**src/ompd_pkg.sv**
```systemverilog
// ----------------------------------------------------------------------------
// ompd_pkg
// Shared types, constants and register indexes for the OOK Manchester
// pulse decoder.
// ----------------------------------------------------------------------------
package ompd_pkg;

  localparam int BUFFER_WORDS_DEF = 8;

  localparam int WIDTH_W    = 16;
  localparam int WORD_W     = 32;
  localparam int PROG_W     = 8;
  localparam int SLOT_W     = 6;
  localparam int IDX_W      = 3;
  localparam int COUNT_W    = 4;
  localparam int CFG_IDX_W  = 3;
  localparam int CFG_DATA_W = 16;

  localparam logic [PROG_W-1:0] PROGRESS_MAX = 8'd200;
  localparam logic [SLOT_W-1:0] WORD_TOP     = 6'd32;
  localparam logic [7:0]        PREAMBLE_ONES = 8'hFF;

  // limits and reset values of the threshold registers
  localparam logic [WIDTH_W-1:0] MIN_WIDTH_LOW   = 16'd50;
  localparam logic [WIDTH_W-1:0] MIN_WIDTH_HIGH  = 16'hEFFF;
  localparam logic [WIDTH_W-1:0] MIN_WIDTH_RST   = 16'd150;
  localparam logic [WIDTH_W-1:0] SHORT_MAX_RST   = 16'd700;
  localparam logic [WIDTH_W-1:0] LONG_MAX_RST    = 16'd1200;
  localparam logic [WIDTH_W-1:0] END_MIN_RST     = 16'd2500;

  // register indexes
  localparam logic [CFG_IDX_W-1:0] CFG_MIN_WIDTH        = 3'd0;
  localparam logic [CFG_IDX_W-1:0] CFG_SHORT_MAX_WIDTH  = 3'd1;
  localparam logic [CFG_IDX_W-1:0] CFG_LONG_MAX_WIDTH   = 3'd2;
  localparam logic [CFG_IDX_W-1:0] CFG_END_MIN_WIDTH    = 3'd3;
  localparam logic [CFG_IDX_W-1:0] CFG_REQUIRE_PREAMBLE = 3'd4;

  typedef enum logic [1:0] {
    ACT_PULSE = 2'd0,
    ACT_READ  = 2'd1,
    ACT_CLEAR = 2'd2
  } action_t;

  typedef enum logic [3:0] {
    ST_IGNORED      = 4'd0,
    ST_IDLE         = 4'd1,
    ST_START        = 4'd2,
    ST_LONG         = 4'd3,
    ST_LONG_BIT     = 4'd4,
    ST_SHORT        = 4'd5,
    ST_SHORT_BIT    = 4'd6,
    ST_END          = 4'd7,
    ST_BAD_PREAMBLE = 4'd8,
    ST_ODD          = 4'd9,
    ST_WRONG        = 4'd10,
    ST_TOO_SHORT    = 4'd11
  } status_t;

  typedef struct packed {
    logic [WIDTH_W-1:0] min_width;
    logic [WIDTH_W-1:0] short_max_width;
    logic [WIDTH_W-1:0] long_max_width;
    logic [WIDTH_W-1:0] end_min_width;
    logic               require_preamble;
  } cfg_t;

endpackage

```
**src/ompd_cfg.sv**
```systemverilog
// ----------------------------------------------------------------------------
// ompd_cfg
// Threshold and option registers with the ordering checks on write.
// ----------------------------------------------------------------------------
module ompd_cfg (
  input  logic                           clk,
  input  logic                           rst_n,
  input  logic                           cfg_we,
  input  logic [ompd_pkg::CFG_IDX_W-1:0] cfg_index,
  input  logic [ompd_pkg::CFG_DATA_W-1:0] cfg_wdata,
  output ompd_pkg::cfg_t                 cfg
);
  import ompd_pkg::*;

  cfg_t cfg_r;
  cfg_t cfg_nxt;

  always_comb begin
    cfg_nxt = cfg_r;
    if (cfg_we) begin
      case (cfg_index)
        CFG_MIN_WIDTH: begin
          if (cfg_wdata >= MIN_WIDTH_LOW && cfg_wdata <= MIN_WIDTH_HIGH) begin
            cfg_nxt.min_width = cfg_wdata;
          end
        end
        CFG_SHORT_MAX_WIDTH: begin
          if (cfg_wdata > cfg_r.min_width) begin
            cfg_nxt.short_max_width = cfg_wdata;
          end
        end
        CFG_LONG_MAX_WIDTH: begin
          if (cfg_wdata > cfg_r.short_max_width) begin
            cfg_nxt.long_max_width = cfg_wdata;
          end
        end
        CFG_END_MIN_WIDTH: begin
          if (cfg_wdata > cfg_r.long_max_width) begin
            cfg_nxt.end_min_width = cfg_wdata;
          end
        end
        CFG_REQUIRE_PREAMBLE: begin
          cfg_nxt.require_preamble = cfg_wdata[0];
        end
        default: begin
        end
      endcase
    end
  end

  always_ff @(posedge clk) begin
    if (!rst_n) begin
      cfg_r.min_width        <= MIN_WIDTH_RST;
      cfg_r.short_max_width  <= SHORT_MAX_RST;
      cfg_r.long_max_width   <= LONG_MAX_RST;
      cfg_r.end_min_width    <= END_MIN_RST;
      cfg_r.require_preamble <= 1'b0;
    end else begin
      cfg_r <= cfg_nxt;
    end
  end

  assign cfg = cfg_r;

endmodule

```
**src/ompd_word_mem.sv**
```systemverilog
// ----------------------------------------------------------------------------
// ompd_word_mem
// Word buffer: one write port, one read port with registered read data.
// ----------------------------------------------------------------------------
module ompd_word_mem #(
  parameter int DEPTH = ompd_pkg::BUFFER_WORDS_DEF,
  parameter int AW    = (DEPTH > 1) ? $clog2(DEPTH) : 1
) (
  input  logic                        clk,
  input  logic                        we,
  input  logic [AW-1:0]               waddr,
  input  logic [ompd_pkg::WORD_W-1:0] wdata,
  input  logic                        re,
  input  logic [AW-1:0]               raddr,
  output logic [ompd_pkg::WORD_W-1:0] rdata
);
  import ompd_pkg::*;

  logic [WORD_W-1:0] mem [DEPTH];
  logic [WORD_W-1:0] rdata_r;

  always_ff @(posedge clk) begin
    if (we) begin
      mem[waddr] <= wdata;
    end
  end

  // read data holds until the next read so a stalled result keeps it
  always_ff @(posedge clk) begin
    if (re) begin
      rdata_r <= mem[raddr];
    end
  end

  assign rdata = rdata_r;

endmodule

```
**src/ook_manchester_pulse_decoder.sv**
```systemverilog
// ----------------------------------------------------------------------------
// ook_manchester_pulse_decoder
// Manchester decoder for measured OOK pulse widths, with a word buffer.
// ----------------------------------------------------------------------------
//
//   channel  direction  handshake            payload
//   in_      input      in_valid / in_stall  action, width, level, word_index
//   out_     output     out_valid/out_stall  status, message_ready,
//                                            word_count, read_word
//   cfg_     input      cfg_we               cfg_index, cfg_wdata
//
// one item per cycle while in_stall is low; each transfer produces its result
// in the output register in the next cycle, and read data comes straight from
// the buffer memory's registered read port in that same cycle.
// in_stall rises only while a result sits in the output register and the
// receiver stalls it; the memory read register holds with it.
// reset (rst_n low, synchronous) clears decoder state, the thresholds and the
// output valid flag; buffer contents are left as they are and are only
// returned once written in the current message.
//
module ook_manchester_pulse_decoder #(
  parameter int BUFFER_WORDS = ompd_pkg::BUFFER_WORDS_DEF
) (
  input  logic                             clk,
  input  logic                             rst_n,

  input  logic                             in_valid,
  output logic                             in_stall,
  input  logic [1:0]                       in_action,
  input  logic [ompd_pkg::WIDTH_W-1:0]     in_width,
  input  logic                             in_level,
  input  logic [ompd_pkg::IDX_W-1:0]       in_word_index,

  output logic                             out_valid,
  input  logic                             out_stall,
  output logic [3:0]                       out_status,
  output logic                             out_message_ready,
  output logic [ompd_pkg::COUNT_W-1:0]     out_word_count,
  output logic [ompd_pkg::WORD_W-1:0]      out_read_word,

  input  logic                             cfg_we,
  input  logic [ompd_pkg::CFG_IDX_W-1:0]   cfg_index,
  input  logic [ompd_pkg::CFG_DATA_W-1:0]  cfg_wdata
);
  import ompd_pkg::*;

  localparam int AW   = (BUFFER_WORDS > 1) ? $clog2(BUFFER_WORDS) : 1;
  localparam int WI_W = $clog2(BUFFER_WORDS + 1);
  localparam int CMP_W = WI_W + IDX_W;
  localparam logic [WI_W-1:0] WI_LAST = WI_W'(BUFFER_WORDS - 1);
  localparam logic [WI_W-1:0] WI_FULL = WI_W'(BUFFER_WORDS);

  cfg_t cfg;

  // decoder state
  logic              active_r,   active_nxt;
  logic              held_r,     held_nxt;
  logic [1:0]        phase_r,    phase_nxt;
  logic [PROG_W-1:0] prog_r,     prog_nxt;
  logic [WORD_W-1:0] partial_r,  partial_nxt;
  logic [SLOT_W-1:0] slot_r,     slot_nxt;
  logic [WI_W-1:0]   wi_r,       wi_nxt;
  logic [7:0]        first_byte_r;

  // output register
  logic              out_valid_r, out_valid_nxt;
  status_t           out_status_r;
  logic              out_ready_r;
  logic [WI_W-1:0]   out_wi_r;
  logic              rd_hit_r;

  logic              in_fire;
  action_t           act;
  status_t           status;
  logic              clear;
  logic              adv_en;
  logic [1:0]        halves;
  logic [PROG_W:0]   prog_sum;
  logic              store_en;
  logic [WORD_W-1:0] store_data;
  logic [7:0]        check_byte;
  logic              rd_req;
  logic              rd_hit;
  logic              gt_short, le_long, gt_end, gt_min;
  logic [WORD_W-1:0] mem_rdata;

  assign in_stall = out_valid_r & out_stall;
  assign in_fire  = in_valid & ~in_stall;
  assign act      = action_t'(in_action);

  // width windows
  assign gt_min   = in_width > cfg.min_width;
  assign gt_short = in_width > cfg.short_max_width;
  assign le_long  = in_width <= cfg.long_max_width;
  assign gt_end   = in_width > cfg.end_min_width;

  // buffer entry zero only matters for the preamble check; with the write
  // index still at zero the end flush itself fills that entry
  assign check_byte = (wi_r == '0) ? partial_r[WORD_W-1 -: 8] : first_byte_r;

  assign rd_hit = (CMP_W'(in_word_index) < CMP_W'(wi_r)) &&
                  (32'(in_word_index) < 32'(BUFFER_WORDS));

  ompd_cfg u_cfg (
    .clk       (clk),
    .rst_n     (rst_n),
    .cfg_we    (cfg_we),
    .cfg_index (cfg_index),
    .cfg_wdata (cfg_wdata),
    .cfg       (cfg)
  );

  ompd_word_mem #(
    .DEPTH (BUFFER_WORDS),
    .AW    (AW)
  ) u_mem (
    .clk   (clk),
    .we    (store_en),
    .waddr (AW'(wi_r)),
    .wdata (store_data),
    .re    (rd_req),
    .raddr (AW'(in_word_index)),
    .rdata (mem_rdata)
  );

  // next decoder state and status for the item in transfer
  always_comb begin
    active_nxt  = active_r;
    held_nxt    = held_r;
    phase_nxt   = phase_r;
    prog_nxt    = prog_r;
    partial_nxt = partial_r;
    slot_nxt    = slot_r;
    wi_nxt      = wi_r;
    status      = ST_IGNORED;
    clear       = 1'b0;
    adv_en      = 1'b0;
    halves      = 2'd0;
    prog_sum    = '0;
    store_en    = 1'b0;
    store_data  = partial_r;
    rd_req      = 1'b0;

    if (in_fire) begin
      case (act)
        ACT_PULSE: begin
          if (held_r) begin
            status = ST_IGNORED;
          end else if (!active_r) begin
            // a long low pulse opens a message
            if (gt_short && le_long) begin
              status = ST_IDLE;
              if (!in_level) begin
                active_nxt = 1'b1;
                phase_nxt  = 2'd2;
                prog_nxt   = PROG_W'(2);
                status     = ST_START;
              end
            end
          end else if (gt_short) begin
            if (le_long) begin
              if (phase_r[0]) begin
                status = ST_ODD;
                clear  = 1'b1;
              end else begin
                status = ST_LONG;
                adv_en = 1'b1;
                halves = 2'd2;
              end
            end else if (gt_end && prog_r >= PROGRESS_MAX) begin
              // end of message: flush the partial word and hold
              store_en = (wi_r < WI_FULL);
              wi_nxt   = wi_r + WI_W'(1);
              held_nxt = 1'b1;
              status   = ST_END;
              if (cfg.require_preamble && check_byte != PREAMBLE_ONES) begin
                status = ST_BAD_PREAMBLE;
                clear  = 1'b1;
              end
            end else begin
              status = ST_WRONG;
              clear  = 1'b1;
            end
          end else if (gt_min) begin
            status = ST_SHORT;
            adv_en = 1'b1;
            halves = 2'd1;
          end else begin
            status = ST_TOO_SHORT;
            clear  = 1'b1;
          end
        end
        ACT_READ: begin
          rd_req = 1'b1;
        end
        ACT_CLEAR: begin
          clear = 1'b1;
        end
        default: begin
        end
      endcase
    end

    if (adv_en) begin
      phase_nxt = phase_r + halves;
      prog_sum  = {1'b0, prog_r} + (PROG_W+1)'(halves);
      prog_nxt  = (prog_sum > (PROG_W+1)'(PROGRESS_MAX)) ? PROGRESS_MAX : prog_sum[PROG_W-1:0];
      // phase back at zero: sample the level as the next bit
      if (phase_nxt == 2'd0) begin
        if (in_level) begin
          partial_nxt = partial_r | (WORD_W'(1) << (slot_r - SLOT_W'(1)));
        end
        slot_nxt = slot_r - SLOT_W'(1);
        status   = (status == ST_LONG) ? ST_LONG_BIT : ST_SHORT_BIT;
      end
      // full word goes to the buffer, last entry is reused when full
      if (slot_nxt == '0) begin
        store_en    = (wi_r < WI_FULL);
        store_data  = partial_nxt;
        partial_nxt = '0;
        slot_nxt    = WORD_TOP;
        wi_nxt      = (wi_r + WI_W'(1) >= WI_FULL) ? WI_LAST : wi_r + WI_W'(1);
      end
    end

    if (clear) begin
      active_nxt  = 1'b0;
      held_nxt    = 1'b0;
      phase_nxt   = 2'd0;
      prog_nxt    = '0;
      partial_nxt = '0;
      slot_nxt    = WORD_TOP;
      wi_nxt      = '0;
    end
  end

  assign out_valid_nxt = in_fire | (out_valid_r & out_stall);

  always_ff @(posedge clk) begin
    if (!rst_n) begin
      active_r    <= 1'b0;
      held_r      <= 1'b0;
      phase_r     <= 2'd0;
      prog_r      <= '0;
      partial_r   <= '0;
      slot_r      <= WORD_TOP;
      wi_r        <= '0;
      out_valid_r <= 1'b0;
    end else begin
      active_r    <= active_nxt;
      held_r      <= held_nxt;
      phase_r     <= phase_nxt;
      prog_r      <= prog_nxt;
      partial_r   <= partial_nxt;
      slot_r      <= slot_nxt;
      wi_r        <= wi_nxt;
      out_valid_r <= out_valid_nxt;
    end
  end

  // shadow of the top byte of buffer entry zero
  always_ff @(posedge clk) begin
    if (store_en && wi_r == '0) begin
      first_byte_r <= store_data[WORD_W-1 -: 8];
    end
  end

  // result payload, loaded on transfer only
  always_ff @(posedge clk) begin
    if (in_fire) begin
      out_status_r <= status;
      out_ready_r  <= held_nxt;
      out_wi_r     <= wi_nxt;
      rd_hit_r     <= rd_req & rd_hit;
    end
  end

  assign out_valid         = out_valid_r;
  assign out_status        = out_status_r;
  assign out_message_ready = out_ready_r;
  assign out_word_count    = COUNT_W'(out_wi_r);
  assign out_read_word     = rd_hit_r ? mem_rdata : '0;

`ifndef NO_ASSERTIONS
  // write index stays inside the buffer unless a message is held
  a_wi_range: assert property (@(posedge clk) disable iff (!rst_n)
    !held_r |-> (wi_r <= WI_LAST))
    else $error("write index beyond buffer while no message held");

  // a held message is always an active one
  a_held_active: assert property (@(posedge clk) disable iff (!rst_n)
    held_r |-> active_r)
    else $error("message held while decoder idle");

  // idle decoder carries no progress and an empty partial word
  a_idle_clean: assert property (@(posedge clk) disable iff (!rst_n)
    !active_r |-> (prog_r == '0 && slot_r == WORD_TOP && partial_r == '0))
    else $error("idle decoder with leftover state");

  // bit slot never reaches zero between items
  a_slot_range: assert property (@(posedge clk) disable iff (!rst_n)
    (slot_r != '0) && (slot_r <= WORD_TOP))
    else $error("bit slot out of range");

  // progress saturates
  a_prog_sat: assert property (@(posedge clk) disable iff (!rst_n)
    prog_r <= PROGRESS_MAX)
    else $error("half progress above limit");
`endif

endmodule

```
**config.mk**
```make
export PLATFORM = sky130hd
export DESIGN_NAME = ook_manchester_pulse_decoder
export DESIGN_NICKNAME = d
export VERILOG_FILES = /design/src/ompd_pkg.sv /design/src/ompd_cfg.sv /design/src/ompd_word_mem.sv /design/src/ook_manchester_pulse_decoder.sv
export SDC_FILE = /design/constraint.sdc
export NUM_CORES = 1
export LEC_CHECK = 0
export BUFFER_PORTS_ARGS = -buffer_cell sky130_fd_sc_hd__buf_2
export CAP_MARGIN = 20
export CORE_AREA = 2 2 214 216
export DETAILED_ROUTE_END_ITERATION = 16
export DIE_AREA = 0 0 216 218
export REMOVE_ABC_BUFFERS = 1
export SLEW_MARGIN = 10
export SYNTH_ARGS = -nofsm -noshare
export SYNTH_HDL_FRONTEND = slang
export SYNTH_SLANG_ARGS = --single-unit
```
**constraint.sdc**
```tcl
create_clock -name clk -period 9.01 [get_ports clk]
set_input_delay 0 -clock clk [delete_from_list [all_inputs] [get_ports clk]]
set_output_delay 0 -clock clk [all_outputs]
set_load 0.01 [all_outputs]
```
==> summary.md, run 1 <==
| Metric | Value |
|---|---|
| Outcome | `completed` |
| Number of max-cap violations | `0` |
| Final Hold Viols | `0` |
| Syn Std Cell Area | `19900 um2` |
| Residual DRC | `0` |
| Root Buffer | `clkbuf_16` |
| Number of DRC markers in iteration 0 | `682` |
| Cells after DPL | `2104` |
| Number of buffers created by CTS | `45` |
| Global-route wire length before repair | `70000 um` |
| Setup crit start kind | `flip-flop` |
| Sequential cell area | `11600 um2` |
| H-tree depth | `2` |
| GR Util All Layers | `19.2%` |
| Arrival @ worst endpoint | `5.53 ns` |
| N_diodes | `0` |
| Max stage delay on crit path | `0.99 ns` |
| Sequential area share after synthesis | `58.4%` |
| Slowest cell on the critical path | `and4_2` |
| TritonCTS clock tree | `done` |
| Commonest non-fill, non-tap cells in the layout | `306 x edfxtp_1, 124 x ha_1, 120 x dfxtp_1` |
| Synth area leader | `edfxtp_1` |
| Die Y-Extent | `218 um` |
| Skew final | `0.0204 ns` |
| Hpwl dp | `29100 um` |
| Multi-input logic area | `7670 um2` |
| Fill count | `3884` |
| Nets | `1749` |
| Post-Route WL | `44400 um` |
| Maximum vdd drop | `0.000117 V` |
| Rel. slew slack | `28.3%` |
| Share of layout cells above drive strength 1 | `17.8%` |
| Cell family with most CP delay | `simple AND/OR/NAND/NOR gates` |
| GP Congestion | `0.897` |
| LEAKAGE | `0.00858 uW` |
| Fmax | `187 MHz` |
| Wire per inst | `20.1 um` |
| Mean Syn Cell Area | `13.3 um2` |
| Synth area leaders | `edfxtp_1 46%, dfxtp_1 12%, ha_1 7.8%, mux4_2 7.3%, mux2i_1 3.0%` |
| CP required | `9.19 ns` |
| Worst hold-check path type | `input pin to flip-flop` |
| EDFF count, synth | `306` |
| # IOs | `89` |
| Crit path from | `u_cfg.cfg[62]$_SDFFE_PN0P_` |
| Clock Latency Late Sink | `0.58 ns` |
| P&R area growth vs syn | `13.6%` |
| R2r startpoint | `u_cfg.cfg[62]$_SDFFE_PN0P_` |
| GR Overflow Total | `0` |
| Synthesis-stage register bit count | `426` |
| Critical path type | `flip-flop to flip-flop` |
| Post-route clock period utilization | `59.3%` |
| Routed Antenna Nets | `0` |
| Vias in the first global route | `12539` |
| Power per Cell Area | `182 nW/um2` |
| Buf/Inv on CP | `1` |
| Vias post-DR | `12110` |
| Sum Neg Setup Slack | `0 ns` |
| Core Rows | `78` |
| RSZ-0062 raised after global routing | `no` |
| Primary FF master, synth | `edfxtp_1` |
| Layout Cells excl Fill | `2214` |
| Hold slack | `0.118 ns` |
| CTS clk-pin slew, worst paths | `0.06 ns` |
| CP endpoint kind | `flip-flop` |
| Post-synth cell types | `81` |
| Synth Warn # | `0` |
| PortBufs | `88` |
| Die ar. | `47100 um2` |
| Post-CTS Setup Bufs | `0` |
| Worst hold start | `rst_n` |
| Worst-margin pin slew | `1.07 ns` |
| Top-area cell type share of the netlist area | `46.3%` |
| Core area | `44900 um2` |
| Antenna violations before repair | `0` |
| Die width | `216 um` |
| Clk sinks | `426` |
| Largest net degree at the start of global routing | `89` |
| Starting Density | `44.2%` |
| DP Area | `20800 um2` |
| Commonest non-fill, non-tap cell in the layout | `edfxtp_1` |
| Max-slew violations | `0` |
| Worst Path Max Fanout | `32` |
| # setup viols final | `0` |
| Routed vias/inst | `5.47` |
| Minimum clock period | `5.35 ns` |
| Cell Chain, Critical Path | `inv_1 -> ha_1 -> nand2_1 -> or4_1 -> o31a_1 -> o31a_1 -> nand2_1 -> nor2_1 -> ha_1 -> xnor2_1 -> nor2_1 -> and4_1 -> or4_4 -> and2_4 -> o21ai_1 -> and4_2` |
| Post-Syn Instances | `1489` |
| Max Buffers Root-to-Sink | `3` |
| First drt pass iteration count | `6` |
| Async SR Flop Fraction | `0%` |
| Design area | `22500 um2` |
power by group:
| group | leakage (uW) | internal (uW) | switching, uW |
|---|---|---|---|
| sequential | 0.00403 | 2090 | 6.36 |
| combinational | 0.00389 | 107 | 145 |
| clock | 0.000668 | 994 | 769 |
metal layers:
| metal | share of wire [%] | global-route usage (%) | up-vias |
|---|---|---|---|
| met5 | 0 | 0 | - |
| met4 | 2.9 | 7.12 | 0 |
| met3 | 3.4 | 2.50 | 80 |
| met2 | 52 | 34.6 | 234 |
| met1 | 42 | 23.5 | 6044 |
| li1 | - | - | 5752 |
cells by family (layout without fill, tap and decap cells):
family / after synthesis / in the layout / synth area share (%)
adders and majority gates: 125 / 125 / 7.92
DFF: 426 / 426 / 58.4
and+or+nand+nor: 377 / 377 / 9.95
AOI/OAI and AO/OA: 227 / 227 / 7.87
xor gates and xnor gates: 15 / 15 / 0.662
buffers and inverters: 164 / 289 / 3.16
muxes: 155 / 155 / 12.1
layout make-up:
class	count	share of cell area, %
Sequential cell	426	51.4
Multi-Input combinational cell	899	34.0
Clock buffer	62	5.46
Timing Repair Buffer	124	3.62
Tap cell	600	3.33
Inverter	82	1.36
Clock inverter	21	0.788
synthesized netlist by cell type, types with 35 or more instances:
cell	number
inv_1	81
clkbuf_1	66
o21ai_0	35
mux2i_1	59
nor2b_1	51
and2_1	45
o21a_1	38
ha_1	124
nor2_1	80
mux4_2	64
nand2_1	89
dfxtp_1	120
a21oi_1	44
edfxtp_1	306
path summary, 6_finish.rpt:
path | to | slack (ns) | cells after the start
max | u_mem.mem[1][16]$_DFFE_PP_ | 3.66 | 16
min | u_cfg.cfg[27]$_SDFFE_PN1P_ | 0.12 | 3
max reg2reg | u_mem.mem[1][16]$_DFFE_PP_ | 3.66 | 16
min reg2reg | u_cfg.cfg[44]$_SDFFE_PN0P_ | 0.46 | 2
what timing repair did:
| action | CTS | global route |
|---|---|---|
| gates resized for setup | 0 | 0 |
| hold buffers | 25 | 0 |
| endpoints found under the hold margin | 71 | 0 |
| setup endpoints to repair | 0 | 0 |
worst reg2reg max path: stages (launching register included):
cell     delay, ns
dfxtp_1       0.33
inv_1         0.06
ha_1          0.29
nand2_1       0.08
or4_1         0.56
o31a_1        0.32
o31a_1        0.18
nand2_1       0.15
nor2_1        0.08
ha_1          0.19
xnor2_1       0.40
nor2_1        0.07
and4_1        0.25
or4_4         0.53
and2_4        0.20
o21ai_1       0.25
and4_2        0.99
per-stage QoR:
stage / setup slack, ns / total power [uW] / utilization, %
after CTS: 3.62 / 4160 / 50.1
final: 3.66 / 4110 / 50.2
after detailed placement: 3.66 / 2380 / 46.4
after floorplan: 1.97 / 2280 / -
after global placement: 3.80 / 2380 / 46.4
after global routing: 3.31 / 4260 / 50.2
flip-flops by register name, indices dropped and copies added, names as in the netlist, 6 cells and up:
| register | count |
|---|---|
| u_mem.mem | 256 |
| u_cfg.cfg | 65 |
| partial_r | 32 |
| u_mem.rdata | 32 |
| first_byte_r | 8 |
| prog_r | 8 |
| slot_r | 6 |
No activity file was read; power rests on OpenSTA's default activity.
==> inputs of run 2 (changes only) <==
==> constraint.sdc (replaced) <==
create_clock -name clk -period 5.2 [get_ports clk]
set_input_delay 0 -clock clk [delete_from_list [all_inputs] [get_ports clk]]
set_output_delay 0 -clock clk [all_outputs]
set_load 0.01 [all_outputs]
==> run 2 against run 1 <==
Against the previous run: routed wire length increased by 0.94%; first-iteration DRC count decreased by 8.9%; global-route usage increased by 0.18 points; critical path type unchanged; critical endpoint is now u_mem.mem[2][19]$_DFFE_PP_.
==> summary.md, run 2 (synthesis gave the netlist of run 1 again) <==
| Metric | Value |
|---|---|
| Outcome | `completed` |
| M1 WL | `19300 um` |
| Core area | `44900 um2` |
| # setup viols final | `0` |
| CP required | `5.46 ns` |
| Cell Chain, Critical Path | `inv_1 -> ha_1 -> a21oi_1 -> nand2_1 -> a221o_1 -> o31ai_4 -> nand2_1 -> nor2_1 -> ha_1 -> xnor2_2 -> nor2_1 -> and4_1 -> or4_4 -> a21oi_2 -> o21ai_1 -> nor4_2 -> buf_12` |
| Worst Path Max Fanout | `32` |
| Worst hold start | `rst_n` |
| Routed vias/inst | `5.43` |
| TritonCTS clock tree | `done` |
| Largest register FFs | `256` |
| Setup ws final | `0.370 ns` |
| Fmax | `207 MHz` |
| Reg with most FFs | `u_mem.mem` |
| Core Rows | `78` |
| Vias post-DR | `12101` |
| Post-CTS Setup Bufs | `0` |
| Root Buffer | `clkbuf_16` |
| Power per Cell Area | `323 nW/um2` |
| Die ar. | `47100 um2` |
| Critical path type | `flip-flop to flip-flop` |
| GR Util All Layers | `19.4%` |
| PortBufs | `88` |
| Reg2reg end | `u_mem.mem[2][19]$_DFFE_PP_` |
| Final Total Pwr | `7380 uW` |
| N_diodes | `0` |
| Design area | `22900 um2` |
| Layout Cells excl Fill | `2230` |
| Post-route clock period utilization | `92.9%` |
| Post-Route WL | `44800 um` |
| First drt pass iteration count | `5` |
| Die Y-Extent | `218 um` |
| H-tree depth | `2` |
| GR Overflow Total | `0` |
| Hold path depth | `3` |
| Residual DRC | `0` |
| Maximum vdd drop | `0.000208 V` |
| Slowest cell on the critical path | `or4_4` |
| P&R area growth vs syn | `15.1%` |
| Max Buffers Root-to-Sink | `3` |
| Top sig layer | `met4` |
| GP Congestion | `0.889` |
| Worst Hold Path EP | `u_cfg.cfg[27]$_SDFFE_PN1P_` |
| Largest net degree at the start of global routing | `91` |
| Rel. slew slack | `23.6%` |
| Commonest non-fill, non-tap cells in the layout | `306 x edfxtp_1, 124 x ha_1, 120 x dfxtp_1` |
| Worst hold-check path type | `input pin to flip-flop` |
| Vias in the first global route | `12517` |
| Worst-margin pin slew | `1.14 ns` |
| # IOs | `89` |
| Cell family with most CP delay | `simple AND/OR/NAND/NOR gates` |
| Max stage delay on crit path | `0.53 ns` |
| Number of max-cap violations | `0` |
| Buf/Inv on CP | `2` |
| Skew final | `0.0217 ns` |
| Wire per inst | `20.1 um` |
| Sum Neg Setup Slack | `0 ns` |
| Global-route wire length before repair | `70500 um` |
| Met3 WL | `1460 um` |
| Cells after DPL | `2119` |
| Starting Density | `44.2%` |
| RSZ-0062 raised after global routing | `no` |
| Share of layout cells above drive strength 1 | `19.0%` |
| Worst reg2reg path depth | `17` |
| CTS clk-pin slew, worst paths | `0.05 ns` |
| CP endpoint kind | `flip-flop` |
| Hpwl dp | `29100 um` |
| Nets | `1763` |
| Clock Latency Late Sink | `0.59 ns` |
| Commonest non-fill, non-tap cell in the layout | `edfxtp_1` |
| Setup crit start kind | `flip-flop` |
| Final Hold Viols | `0` |
| DP Area | `21000 um2` |
| R2r startpoint | `u_cfg.cfg[47]$_SDFFE_PN0P_` |
| Pre-CTS setup slack | `0.318 ns` |
| Clk sinks | `426` |
| LEAKAGE | `0.00873 uW` |
| Minimum clock period | `4.83 ns` |
| Arrival @ worst endpoint | `5.09 ns` |
| Stages on the worst setup path | `17` |
| Reg2Reg Setup Slack | `0.37 ns` |
| Met2 WL | `23000 um` |
| Antenna violations before repair | `0` |
| Routed Antenna Nets | `0` |
| Die width | `216 um` |
| Max-slew violations | `0` |
| Number of buffers created by CTS | `46` |
| Number of DRC markers in iteration 0 | `621` |
==> run 2: changes by cell type in the layout (fill, tap and decap cells not counted), sizes merged <==
cell,previous run,this run
buf,99,112
bufinv,1,5
clkbuf,62,63
inv,83,84
clkinvlp,4,2
clkinv,15,14
==> run 2: worst max-delay path by stage <==
| stage | start | end | slack, ns |
|---|---|---|---|
| 2_1_floorplan | u_cfg.cfg[62]$_SDFFE_PN0P_ | u_mem.mem[0][0]$_DFFE_PP_ | -1.84 |
| 3_3_place_gp | u_cfg.cfg[59]$_SDFFE_PN0P_ | u_mem.mem[0][10]$_DFFE_PP_ | 0.45 |
| 3_5_place_dp | u_cfg.cfg[58]$_SDFFE_PN0P_ | u_mem.mem[2][16]$_DFFE_PP_ | 0.32 |
| 4_1_cts | u_cfg.cfg[47]$_SDFFE_PN0P_ | u_mem.mem[2][19]$_DFFE_PP_ | 0.29 |
| 5_1_grt | u_cfg.cfg[47]$_SDFFE_PN0P_ | u_mem.mem[2][19]$_DFFE_PP_ | 0.05 |
| 6_report | u_cfg.cfg[47]$_SDFFE_PN0P_ | u_mem.mem[2][19]$_DFFE_PP_ | 0.37 |
==> run 2: stage by stage <==
| step | hold WS [ns] | util, % |
|---|---|---|
| final | 0.0657 | 50.9 |
| after global routing | 0.111 | 50.9 |
| after CTS | 0.0543 | 50.9 |
| after detailed placement | 0.225 | 46.9 |
| after global placement | 0.218 | 46.9 |
| after floorplan | 0.0619 | - |
==> run 2: area by class of cell <==
class,instances,area [um2]
Fill cell,3833,22000
Sequential cell,426,11600
Multi-Input combinational cell,899,7680
Clock buffer,63,1250
Timing Repair Buffer,137,973
Tap cell,600,751
Inverter,82,308
Clock inverter,23,290
==> run 2: where the power goes <==
group | internal (uW) | switching (uW)
clock network | 1960 | 1350
registers | 3620 | 10.8
logic | 188 | 253
total | 5760 | 1620
==> run 2: metal layers <==
layer	global-route usage [%]	up-vias
met5	0	-
met4	6.39	0
met2	35.4	219
li1	-	5779
met1	23.6	6028
met3	2.57	75
==> run 2: worst reg2reg max path, cell delays in order (launching register included) <==
cell and delay [ns]:
dfxtp_1 0.33, inv_1 0.06, ha_1 0.32, a21oi_1 0.16, nand2_1 0.07, a221o_1 0.39
o31ai_4 0.48, nand2_1 0.18, nor2_1 0.17, ha_1 0.22, xnor2_2 0.18, nor2_1 0.07
and4_1 0.23, or4_4 0.53, a21oi_2 0.20, o21ai_1 0.28, nor4_2 0.35, buf_12 0.28
==> run 2: repair_timing <==
| action | in CTS | in global routing |
|---|---|---|
| endpoints found under the hold margin | 72 | 0 |
| hold buffers | 25 | 0 |
| setup endpoints to repair | 0 | 32 |
| gates resized for setup | 0 | 1 |
